## src/rtl/fbpa_ram.sv

```systemverilog
// generic single write port ram with registered read
module fbpa_ram #(
  parameter int WIDTH = 8,
  parameter int DEPTH = 16
) (
  input  logic                     clk_i,
  input  logic                     we_i,
  input  logic [$clog2(DEPTH)-1:0] waddr_i,
  input  logic [WIDTH-1:0]         wdata_i,
  input  logic                     re_i,
  input  logic [$clog2(DEPTH)-1:0] raddr_i,
  output logic [WIDTH-1:0]         rdata_o
);

  logic [WIDTH-1:0] mem_q [DEPTH];
  logic [WIDTH-1:0] rdata_q;

  // write port
  always_ff @(posedge clk_i) begin
    if (we_i) begin
      mem_q[waddr_i] <= wdata_i;
    end
  end

  // registered read port
  always_ff @(posedge clk_i) begin
    if (re_i) begin
      rdata_q <= mem_q[raddr_i];
    end
  end

  assign rdata_o = rdata_q;

endmodule

```

## config.mk

```make
export PLATFORM = sky130hd
export DESIGN_NAME = fbpa_ram
export DESIGN_NICKNAME = d
export VERILOG_FILES = /design/src/rtl/fbpa_ram.sv
export SDC_FILE = /design/constraint.sdc
export NUM_CORES = 1
export LEC_CHECK = 0
export ABC_AREA = 1
export CAP_MARGIN = 20
export CELL_PAD_IN_SITES_DETAIL_PLACEMENT = 0
export CELL_PAD_IN_SITES_GLOBAL_PLACEMENT = 2
export CORE_ASPECT_RATIO = 0.7
export CORE_MARGIN = 3
export CORE_UTILIZATION = 42
export DETAILED_ROUTE_END_ITERATION = 8
export DONT_BUFFER_PORTS = 1
export GPL_ROUTABILITY_DRIVEN = 0
export GPL_TIMING_DRIVEN = 0
export PLACE_DENSITY = 0.79
export SLEW_MARGIN = 40
export SYNTH_ARGS = -nofsm -noshare
export SYNTH_HDL_FRONTEND = slang
export SYNTH_SLANG_ARGS = --single-unit
```

## constraint.sdc

```tcl
create_clock -name clk_i -period 1.2 [get_ports clk_i]
set_input_delay 0.12 -clock clk_i [delete_from_list [all_inputs] [get_ports clk_i]]
set_output_delay 0.12 -clock clk_i [all_outputs]
set_load 0.05 [all_outputs]
```

# Word-level counts from Yosys, hierarchy flattened
# Memories as Yosys holds them, arrays and structs flattened. A register that Yosys moved wholly into a read port is not among the register bits.
# Index checks and enable logic that the tools add are counted.
dict set report totals {
  mem_bits_rw 128
  reg_bits 0
  wordCells 3
  out_inout_bits 8
  mem_count 1
}
# name depth word_bits read_ports rd_ports_with_merged_regs write_ports line_no
set memory_table {}
lappend memory_table {mem_q 16 8 1 1 1 15} ;# logic [WIDTH-1:0] mem_q [DEPTH];
dict set report classes {
  mux 2
}
# operator n
set op_table {}
lappend op_table {{$mux 1} 2}

# Depth between registers and ports, before layout
# Gate-level depths: netlist of run 1.
dict set report depth {
  ltp_word 2
  depth_mapped 8
  mapped_depth_nobuf 7
}

# Least setup slack after synthesis of run 1
# OpenSTA, ideal clock, no wires.
dict set report synth_path {
  path_kind {in2reg}
  from {in waddr_i[2]}
  to {mem mem_q[10][0] (enable)}
  required_ns 0.830
  path_slack_ns 0.129
  arrival_ns 0.701
  stages 2
  cell_sequence {nand3b_1 -> nor2_1}
}
# item line_no
set synth_lines {}
lappend synth_lines {{start: declaration} 8} ;# input logic [$clog2(DEPTH)-1:0] waddr_i,
lappend synth_lines {{end: declaration} 15}
# Straight into the memory's write port.

==> key figures, run 1 <==
Power
  – Internal power: 9.046 mW
  – Gate power share: 6.1%
  – P_sw: 2.654 mW
  – Leakage: 2.902 nW
  – Seq pwr share: 46.7%
  – Clock Power Share: 47.2%
  – Pwr/cell area: 1696 nW/um^2
  – Switching part of the total: 22.68%
  – VDD IR-drop max: 1.264 mV

GRT
  – Vias in the first global route: 3525
  – GRT Util Overall: 21.00%
  – Largest net degree at the start of global routing: 17
  – First-pass GRT wire length: 22940 um
  – Initial antenna violation count: 1
  – Overflow after GRT: 0

Min path
  – Hold Crit Class: input port to register
  – Hold path start: wdata_i[3]
  – Hold Path End: mem_q[3][3]$_DFFE_PP_
  – Hold path depth: 1

Timing
  – Slew Limit Fails: 0
  – Hold Vio Cnt, Final: 0
  – FMAX: 845.1 MHz
  – RSZ-0062 raised after global routing: yes
  – Actual slew at the worst max-slew pin: 0.8167 ns
  – Max-Slew Margin vs Limit: 45.38%
  – Final period util: 98.61%
  – Worst Skew: 0.008866 ns
  – Setup ws final: 0.01665 ns
  – Finish-stage setup viols: 0
  – Period minus WS final: 1.183 ns

Detailed routing
  – Vias post-DR: 3845
  – DRT iter0 DRCs: 449
  – Vias per cell: 4.955
  – Wire length per cell: 20.11 um
  – # DRC: 0
  – Final ANT Viol Nets: 0
  – Total length of routed wires: 15610 um
  – DRT Pass-1 Iters: 5

Critical path
  – FF-to-FF End: rdata_o[4]$_DFFE_PP_
  – CP arrival: 1.34 ns
  – Largest stage delay, worst path: 0.36 ns
  – Worst r2r path cells: 6
  – CP cell instances: inv_1 -> nand2_1 -> nand3_1 -> nand3_2 -> nand3_1 -> nand2_2
  – CP max FO: 1
  – CP Capture Type: register
  – CP required: 1.35 ns
  – CP max-delay cell: edfxtp_1
  – Most common cell on crit path: nand3_1
  – Startpoint types: register
  – Worst r2r src: mem_q[0][4]$_DFFE_PP_
  – CP Class: register to register
  – Register-to-register setup slack: 0.02 ns

Die
  – Initial core utilization: 43.63%
  – Core Area: 13400 um^2
  – Chip width: 147.0 um
  – Num rows: 35
  – Die area: 15400 um^2
  – Die height: 104.7 um
  – Top-Level Pins: 27

CTS
  – Root buffer selected by CTS: clkbuf_16
  – H-tree Lvls: 4
  – Post-CTS Setup Bufs: 0
  – Skew-Pair Late Insertion Delay: 0.42 ns
  – Sink Count: 136
  – Clock Path Buffers: 2
  – Inserted Clock Buffers: 17
  – CTS tree: done
  – Clk slew on worst S/H paths: 0.06 ns

Synthesis
  – Yosys cell types: 11
  – Synth Register Bits: 136
  – Mapped Nets: 570
  – Yosys warnings: 0
  – Synthesized cell area: 5847 um^2
  – Synthesized area per cell: 10.61 um^2
  – Sequential area share after synthesis: 69.85%
  – Syn Inst Count: 551

Place
  – I/O Buffers: 0
  – Dpl hpwl: 10100 um
  – Dpl cells: 736
  – Post-place setup slack: -0.3627 ns

Final layout
  – Non-Filler Instances: 776
  – Layout cells sized above 1: 15.23%
  – Area of the multi-input gates: 1334 um^2
  – Area grow syn2layout: 18.02%
  – Nets: 598
  – Reg area: 4084 um^2
  – Filler instances: 1216
  – Antenna diode count: 0

Status
  – Outcome: finished, final reports clean

Flow run
  – Total of max-cap violations: 0
cell families (layout without fill, tap and decap cells):
kind of cell,after synthesis,in the layout,synth area share [%]
buf+inv,126,166,9.394
flops,136,136,69.85
simple gates,289,289,20.76
per-layer routing:
metal  up-vias  wire [um]  global-route usage, %
li1       1844          -                      -
met1      1850       8100                  34.75
met2       136       6169                  27.41
met3        13       1197                  5.375
met4         2        127                  4.255
met5         -         13                      0
cell usage in the layout (no fill, tap or decap), types with 3 or more instances in the layout:
cell	n
nor2_1	7
buf_4	4
nand2_2	6
nand3_2	16
bufinv_16	4
nand2_1	167
buf_2	15
nor2_2	10
inv_6	4
dlygate4sd3_1	7
clkbuf_16	17
edfxtp_1	136
nand3_1	81
inv_2	3
inv_1	99
buf_6	6
cell type report:
type	count	share of cell area, %
Clock buffer	18	6.219
Timing Repair Buffer	9	1.160
Tap cell	185	3.354
Buffer	24	2.412
Clock inverter	13	2.792
Multi-Input combinational cell	289	19.33
Sequential cell	136	59.18
Inverter	102	5.548
cells in the mapped netlist (all sizes together):
library cell,count,area share [%]
nor2,17,1.1
inv,102,6.5
edfxtp,136,70
buf,24,2.8
nand3,97,8.3
nand3b,2,0.26
nand2,173,11
worst max-delay path by stage:
stage                                from                     end  depth (start not counted)
finish              mem_q[0][4]$_DFFE_PP_    rdata_o[4]$_DFFE_PP_                          6
global route        mem_q[1][4]$_DFFE_PP_    rdata_o[4]$_DFFE_PP_                          6
CTS                  rdata_o[5]$_DFFE_PP_              rdata_o[5]                          0
detailed placement             waddr_i[3]   mem_q[7][4]$_DFFE_PP_                          2
global placement               waddr_i[3]   mem_q[5][0]$_DFFE_PP_                          2
floorplan                      waddr_i[2]  mem_q[10][0]$_DFFE_PP_                          2
flip-flops by register name (all words and copies together), names as in the netlist:
signal	cells
rdata_o	8
mem_q	128
critical path: cells and delay by family, from the launching register on:
kind / cells / cell delay [ns]
buffers and inverters: 1 / 0.06
AND/OR/NAND/NOR: 5 / 0.50
flip-flops: 1 / 0.36
what timing repair did:
action,4_1_cts,5_1_grt
endpoints found under the setup margin,1,9
pin swaps,0,1
gates resized for setup,1,22
hold buffers,9,0
hold endpoints to repair,136,0
per-stage QoR:
| step | power (mW) | instance area (um^2) | util, % | hold slack, ns | TNS [ns] |
|---|---|---|---|---|---|
| floorplan | 5.931 | 5847 | - | 0.2189 | 0 |
| global placement | 6.129 | 6078 | 45.36 | 0.2198 | -26.76 |
| detailed placement | 6.137 | 6101 | 45.53 | 0.2198 | -15.41 |
| CTS | 11.71 | 6815 | 50.86 | 0.1541 | 0 |
| global route | 12.07 | 6900 | 51.49 | 0.1707 | -0.03579 |
| finish | 11.70 | 6900 | 51.49 | 0.1670 | 0 |
power by group through the flow:
stage	logic [mW]	clock network (mW)	registers [mW]
6_report	0.720	5.52	5.46
5_1_grt	0.788	5.81	5.47
2_1_floorplan	0.375	0	5.56
3_5_place_dp	0.572	0	5.56
3_3_place_gp	0.568	0	5.56
4_1_cts	0.688	5.56	5.46
(Power assumes the default switching activity.)
==> run 2: changes to the inputs <==
Settings changed: PLACE_DENSITY 0.79 to 0.88.
==> key figures, run 2 (synthesis results as in run 1) <==
Power
  – P_sw: 2.554 mW (-3.7%)
  – Internal power: 8.804 mW (-2.7%)
  – Clock Power Share: 45.7% (-1.5 points)
  – Pwr/cell area: 1663 nW/um^2 (-1.9%)
  – Total Power: 11.36 mW (-2.9%)
  – Leakage: 2.874 nW (-0.96%)
  – VDD IR-drop max: 0.9150 mV (-28%)
  – Switching part of the total: 22.49% (-0.19 points)
  – Gate power share: 6.2% (about the same)
  – Seq pwr share: 48.1% (+1.4 points)

Detailed routing
  – Total length of routed wires: 15100 um (-3.2%)
  – # DRC: 0 (unchanged)
  – Vias per cell: 5.124 (+3.4%)
  – Final ANT Viol Nets: 0 (unchanged)
  – DRT iter0 DRCs: 493 (+9.8%)
  – DRT Pass-1 Iters: 6 (+1)
  – Wire length per cell: 19.44 um (-3.4%)
  – Vias post-DR: 3981 (+3.5%)

Critical path
  – CP max FO: 1 (unchanged)
  – FF-to-FF End: rdata_o[3]$_DFFE_PP_
  – Startpoint types: register
  – Register-to-register setup slack: 0.03 ns (about the same)
  – Critical Path Source: rdata_o[2]$_DFFE_PP_
  – CP Class: register to output pin
  – Cell count along the critical path: 0 (-6)
  – Worst r2r src: mem_q[3][3]$_DFFE_PP_
  – Worst Setup EP: rdata_o[2]
  – CP required: 1.08 ns (-0.27 ns)
  – Worst r2r path cells: 6 (unchanged)
  – CP Capture Type: output pin
  – CP arrival: 1.06 ns (-0.28 ns)

GRT
  – GRT Util Overall: 20.62% (-0.38 points)
  – Largest net degree at the start of global routing: 17 (unchanged)
  – First-pass GRT wire length: 22820 um (-0.51%)
  – Initial antenna violation count: 1 (unchanged)
  – Overflow after GRT: 0 (unchanged)
  – Vias in the first global route: 3733 (+5.9%)

Place
  – Dpl cells: 736 (unchanged)
  – I/O Buffers: 0 (unchanged)
  – Dpl hpwl: 9988 um (-1.2%)

CTS
  – Clock Path Buffers: 2 (unchanged)
  – Skew-Pair Late Insertion Delay: 0.41 ns (about the same)
  – Root buffer selected by CTS: clkbuf_16
  – Post-CTS Setup Bufs: 0 (unchanged)
  – Clk slew on worst S/H paths: 0.06 ns (about the same)
  – Inserted Clock Buffers: 17 (unchanged)
  – H-tree Lvls: 4 (unchanged)
  – Sink Count: 136 (unchanged)
  – CTS tree: done

Timing
  – FMAX: 850.1 MHz (+0.59%)
  – Actual slew at the worst max-slew pin: 0.8672 ns (+0.05056 ns)
  – Slew Limit Fails: 0 (unchanged)
  – Final period util: 98.03% (-0.58 points)
  – RSZ-0062 raised after global routing: yes
  – Period minus WS final: 1.176 ns (-0.006987 ns)
  – Finish-stage setup viols: 0 (unchanged)
  – Hold Vio Cnt, Final: 0 (unchanged)
  – Worst Skew: 0.008375 ns (-0.0004915 ns)
  – Fin Setup TNS: 0 ns (unchanged)
  – Max-Slew Margin vs Limit: 41.97% (-3.4 points)

Final layout
  – Nets: 598 (unchanged)
  – Layout cells sized above 1: 12.84% (-2.4 points)
  – Post-Route Utilization: 50.98% (-0.51 points)
  – Area grow syn2layout: 16.84%
  – Most common cell after layout, fill and taps aside: nand2_1
  – Non-Filler Instances: 777 (+0.13%)
  – Register with the most flip-flops: mem_q
  – Commonest non-fill, non-tap cells in the layout: nand2_1 (167), edfxtp_1 (136), inv_1 (100)
  – Antenna diode count: 0 (unchanged)
  – Max reg flops: 128 (unchanged)

Die
  – Core Area: 13400 um^2 (unchanged)
  – Top-Level Pins: 27 (unchanged)
  – Num rows: 35 (unchanged)
  – Initial core utilization: 43.63% (unchanged)
  – Die area: 15400 um^2 (unchanged)
  – Die height: 104.7 um (unchanged)
  – Chip width: 147.0 um (unchanged)

Status
  – Outcome: finished, final reports clean

Flow run
  – Total of max-cap violations: 0 (unchanged)

Min path
  – Hold Crit Class: input port to register
==> run 2: changes by cell type in the layout (fill, tap and decap cells not counted), sizes merged <==
cell and change:
dlygate4sd3 +1, clkinv +3, clkbuf +1, bufinv -1, buf -1, inv -2
==> run 2: worst min-delay path by stage <==
| stage | start | end | slack [ns] | depth (start not counted) |
|---|---|---|---|---|
| 4_1_cts | raddr_i[2] | rdata_o[1]$_DFFE_PP_ | 0.21 | 4 |
| 3_3_place_gp | wdata_i[1] | mem_q[8][1]$_DFFE_PP_ | 0.22 | 0 |
| 5_1_grt | waddr_i[1] | mem_q[15][4]$_DFFE_PP_ | 0.18 | 2 |
| 2_1_floorplan | wdata_i[0] | mem_q[0][0]$_DFFE_PP_ | 0.22 | 0 |
| 3_5_place_dp | wdata_i[1] | mem_q[8][1]$_DFFE_PP_ | 0.22 | 0 |
| 6_report | waddr_i[1] | mem_q[15][4]$_DFFE_PP_ | 0.18 | 2 |
==> run 2: layout make-up <==
cell class	instances	area, um^2
Clock buffer	19	432.9
Fill cell	1208	6569
Timing Repair Buffer	9	85.08
Inverter	102	382.9
Clock inverter	13	152.6
Buffer	24	166.4
Multi-Input combinational cell	289	1296
Tap cell	185	231.5
Sequential cell	136	4084
==> run 2: power by group through the flow <==
| stage | registers, mW | clock network (mW) | logic, mW |
|---|---|---|---|
| final | 5.46 | 5.19 | 0.703 |
| after detailed placement | 5.56 | 0 | 0.562 |
| after global routing | 5.47 | 5.47 | 0.766 |
| after global placement | 5.56 | 0 | 0.559 |
| after CTS | 5.47 | 5.21 | 0.676 |
| after floorplan | 5.56 | 0 | 0.375 |
==> run 2: worst register-to-register path, cell delays in order (launching register included) <==
cell      delay [ns]
edfxtp_1        0.35
nand2_1         0.07
nand2_1         0.06
nand2_1         0.10
nand3_1         0.16
nand3_1         0.11
nand2_1         0.07
==> run 2: what timing repair did <==
action / 4_1_cts / 5_1_grt
gates resized for setup: 0 / 16
endpoints found under the setup margin: 0 / 7
hold buffers: 9 / 0
hold endpoints to repair: 136 / 0
==> run 2: stage by stage <==
step                      worst slack [ns]  hold slack [ns]  cell area (um^2)
after global placement             -0.2961           0.2199              6078
final                              0.02364           0.1838              6832
after detailed placement           -0.3166           0.2198              6078
after floorplan                     0.1292           0.2189              5847
after CTS                          0.01397           0.2075              6754
after global routing              -0.01648           0.1779              6832
==> run 2: metal layers <==
metal  GRT usage, %  share of wire [%]  vias to the layer above
met5              0              0.093                        -
met4          5.918               0.98                        2
met3          5.462                9.8                       15
met2          28.43                 42                      191
met1          31.96                 47                     1933
li1               -                  -                     1840
==> run 3: changes to the inputs <==
Settings changed: CORE_MARGIN 3 to 5, RECOVER_POWER set to 50.
==> key figures, run 3 (synthesis results as in run 1) <==
Critical path
  – CP max FO: 1 (unchanged)
  – Critical Path Source: rdata_o[2]$_DFFE_PP_
  – CP required: 1.08 ns (about the same)
  – Worst r2r src: mem_q[15][4]$_DFFE_PP_
  – CP Class: register to output pin
  – CP arrival: 1.07 ns (about the same)
  – Startpoint types: register
  – CP Capture Type: output pin

Flow run
  – Total of max-cap violations: 0 (unchanged)

Place
  – I/O Buffers: 0 (unchanged)
  – Dpl hpwl: 9898 um (-0.90%)
  – Post-place setup slack: -0.3945 ns (-0.07788 ns)

Final layout
  – Reg area: 4084 um^2 (unchanged)
  – Post-Route Utilization: 49.98% (-1.0 points)
  – Commonest non-fill, non-tap cells in the layout: nand2_1 (169), edfxtp_1 (136), inv_1 (100)
  – Antenna diode count: 0 (unchanged)
  – Nets: 598 (unchanged)
  – Area of the multi-input gates: 1319 um^2 (+1.7%)
  – Register with the most flip-flops: mem_q
  – Area grow syn2layout: 17.83%
  – Filler instances: 1234 (+2.2%)
  – Layout cells sized above 1: 13.37% (+0.53 points)
  – Most common cell after layout, fill and taps aside: nand2_1
  – Max reg flops: 128 (unchanged)

GRT
  – First-pass GRT wire length: 22070 um (-3.3%)
  – Largest net degree at the start of global routing: 17 (unchanged)
  – Initial antenna violation count: 0 (-1)
  – Overflow after GRT: 0 (unchanged)
  – GRT Util Overall: 19.42% (-1.2 points)
  – Vias in the first global route: 3539 (-5.2%)

Die
  – Die area: 16420 um^2 (+6.6%)
  – Chip width: 151.0 um (+2.7%)
  – Core Area: 13780 um^2 (+2.9%)
  – Num rows: 36 (+2.9%)
  – Top-Level Pins: 27 (unchanged)
  – Initial core utilization: 42.42% (-1.2 points)
  – Die height: 108.7 um (+3.8%)

CTS
  – H-tree Lvls: 4 (unchanged)
  – Sink Count: 136 (unchanged)
  – Post-CTS Setup Bufs: 0 (unchanged)
  – Inserted Clock Buffers: 17 (unchanged)
  – Skew-Pair Late Insertion Delay: 0.42 ns (about the same)
  – Clock Path Buffers: 2 (unchanged)
  – CTS tree: done
  – Clk slew on worst S/H paths: 0.06 ns (about the same)
  – Root buffer selected by CTS: clkbuf_16

Detailed routing
  – Wire length per cell: 19.28 um (-0.84%)
  – # DRC: 0 (unchanged)
  – DRT iter0 DRCs: 461 (-6.5%)
  – Vias per cell: 4.962 (-3.2%)
  – Final ANT Viol Nets: 0 (unchanged)
  – DRT Pass-1 Iters: 5 (-1)
  – Vias post-DR: 3875 (-2.7%)
  – Total length of routed wires: 15050 um (-0.33%)

Timing
  – Min Hold Slack: 0.2024 ns (+0.01859 ns)
  – Final period util: 98.97% (+0.94 points)
  – Worst Skew: 0.01093 ns (+0.002560 ns)
  – Actual slew at the worst max-slew pin: 0.8840 ns (+0.01672 ns)
  – Max-Slew Margin vs Limit: 40.85% (-1.1 points)
  – Setup ws final: 0.01241 ns (-0.01123 ns)
  – FMAX: 842.0 MHz (-0.95%)
  – Fin Setup TNS: 0 ns (unchanged)
  – RSZ-0062 raised after global routing: yes
  – Hold Vio Cnt, Final: 0 (unchanged)
  – Finish-stage setup viols: 0 (unchanged)
  – Period minus WS final: 1.188 ns (+0.01123 ns)
  – Slew Limit Fails: 0 (unchanged)

Min path
  – Hold Crit Class: input port to register
  – Hold path start: raddr_i[2]

Power
  – Leakage: 2.895 nW (+0.73%)
  – Total Power: 11.56 mW (+1.8%)
  – VDD IR-drop max: 1.086 mV (+19%)
  – Pwr/cell area: 1678 nW/um^2 (+0.92%)

Status
  – Outcome: finished, final reports clean
-- run 3: per-stage QoR --
stage	cell area, um^2	cells
CTS	6799	781
floorplan	5847	551
detailed placement	6100	741
finish	6889	781
global route	6889	781
global placement	6085	741
-- run 3: per-layer routing --
layer / track usage (%) / part of all wire (%)
met1: 30.90 / 50
met4: 4.463 / 0.74
met3: 4.944 / 8.8
met5: 0 / 0
met2: 26.49 / 41
-- run 3: final timing paths --
path	end	slack [ns]	cells after the start
hold / removal	rdata_o[6]$_DFFE_PP_	0.20	4
hold reg to reg	rdata_o[2]$_DFFE_PP_	0.75	6
setup reg to reg	rdata_o[4]$_DFFE_PP_	0.01	6
setup / recovery	rdata_o[2]	0.01	0
-- run 3: final cells by class --
cell class	instances	share of cell area, %
well taps	190	3.451
flip-flops and latches	136	59.28
multi-input cells	289	19.14
clock buffers	18	6.230
repair buffers	9	1.308
clock inverters	13	2.615
plain buffers	24	2.416
inverters	102	5.558
-- run 3: what timing repair did --
| item | 4_1_cts | 5_1_grt |
|---|---|---|
| pin swaps | 0 | 0 |
| endpoints found under the setup margin | 1 | 8 |
| gates resized for setup | 0 | 19 |
| hold endpoints to repair | 136 | 0 |
| hold buffers | 9 | 0 |
-- run 3: worst register-to-register path, cell delays in order, from the launching register on --
cell and delay (ns):
edfxtp_1 0.37, nand2_1 0.07, nand2_1 0.05, nand2_1 0.13
nand3_1 0.10, nand3_1 0.10, nand2_1 0.09
-- run 3: where the power goes --
group	switching, mW	internal (mW)	total (mW)
clock	1.93	3.45	5.38
sequential	0.108	5.36	5.47
combinational	0.511	0.199	0.710
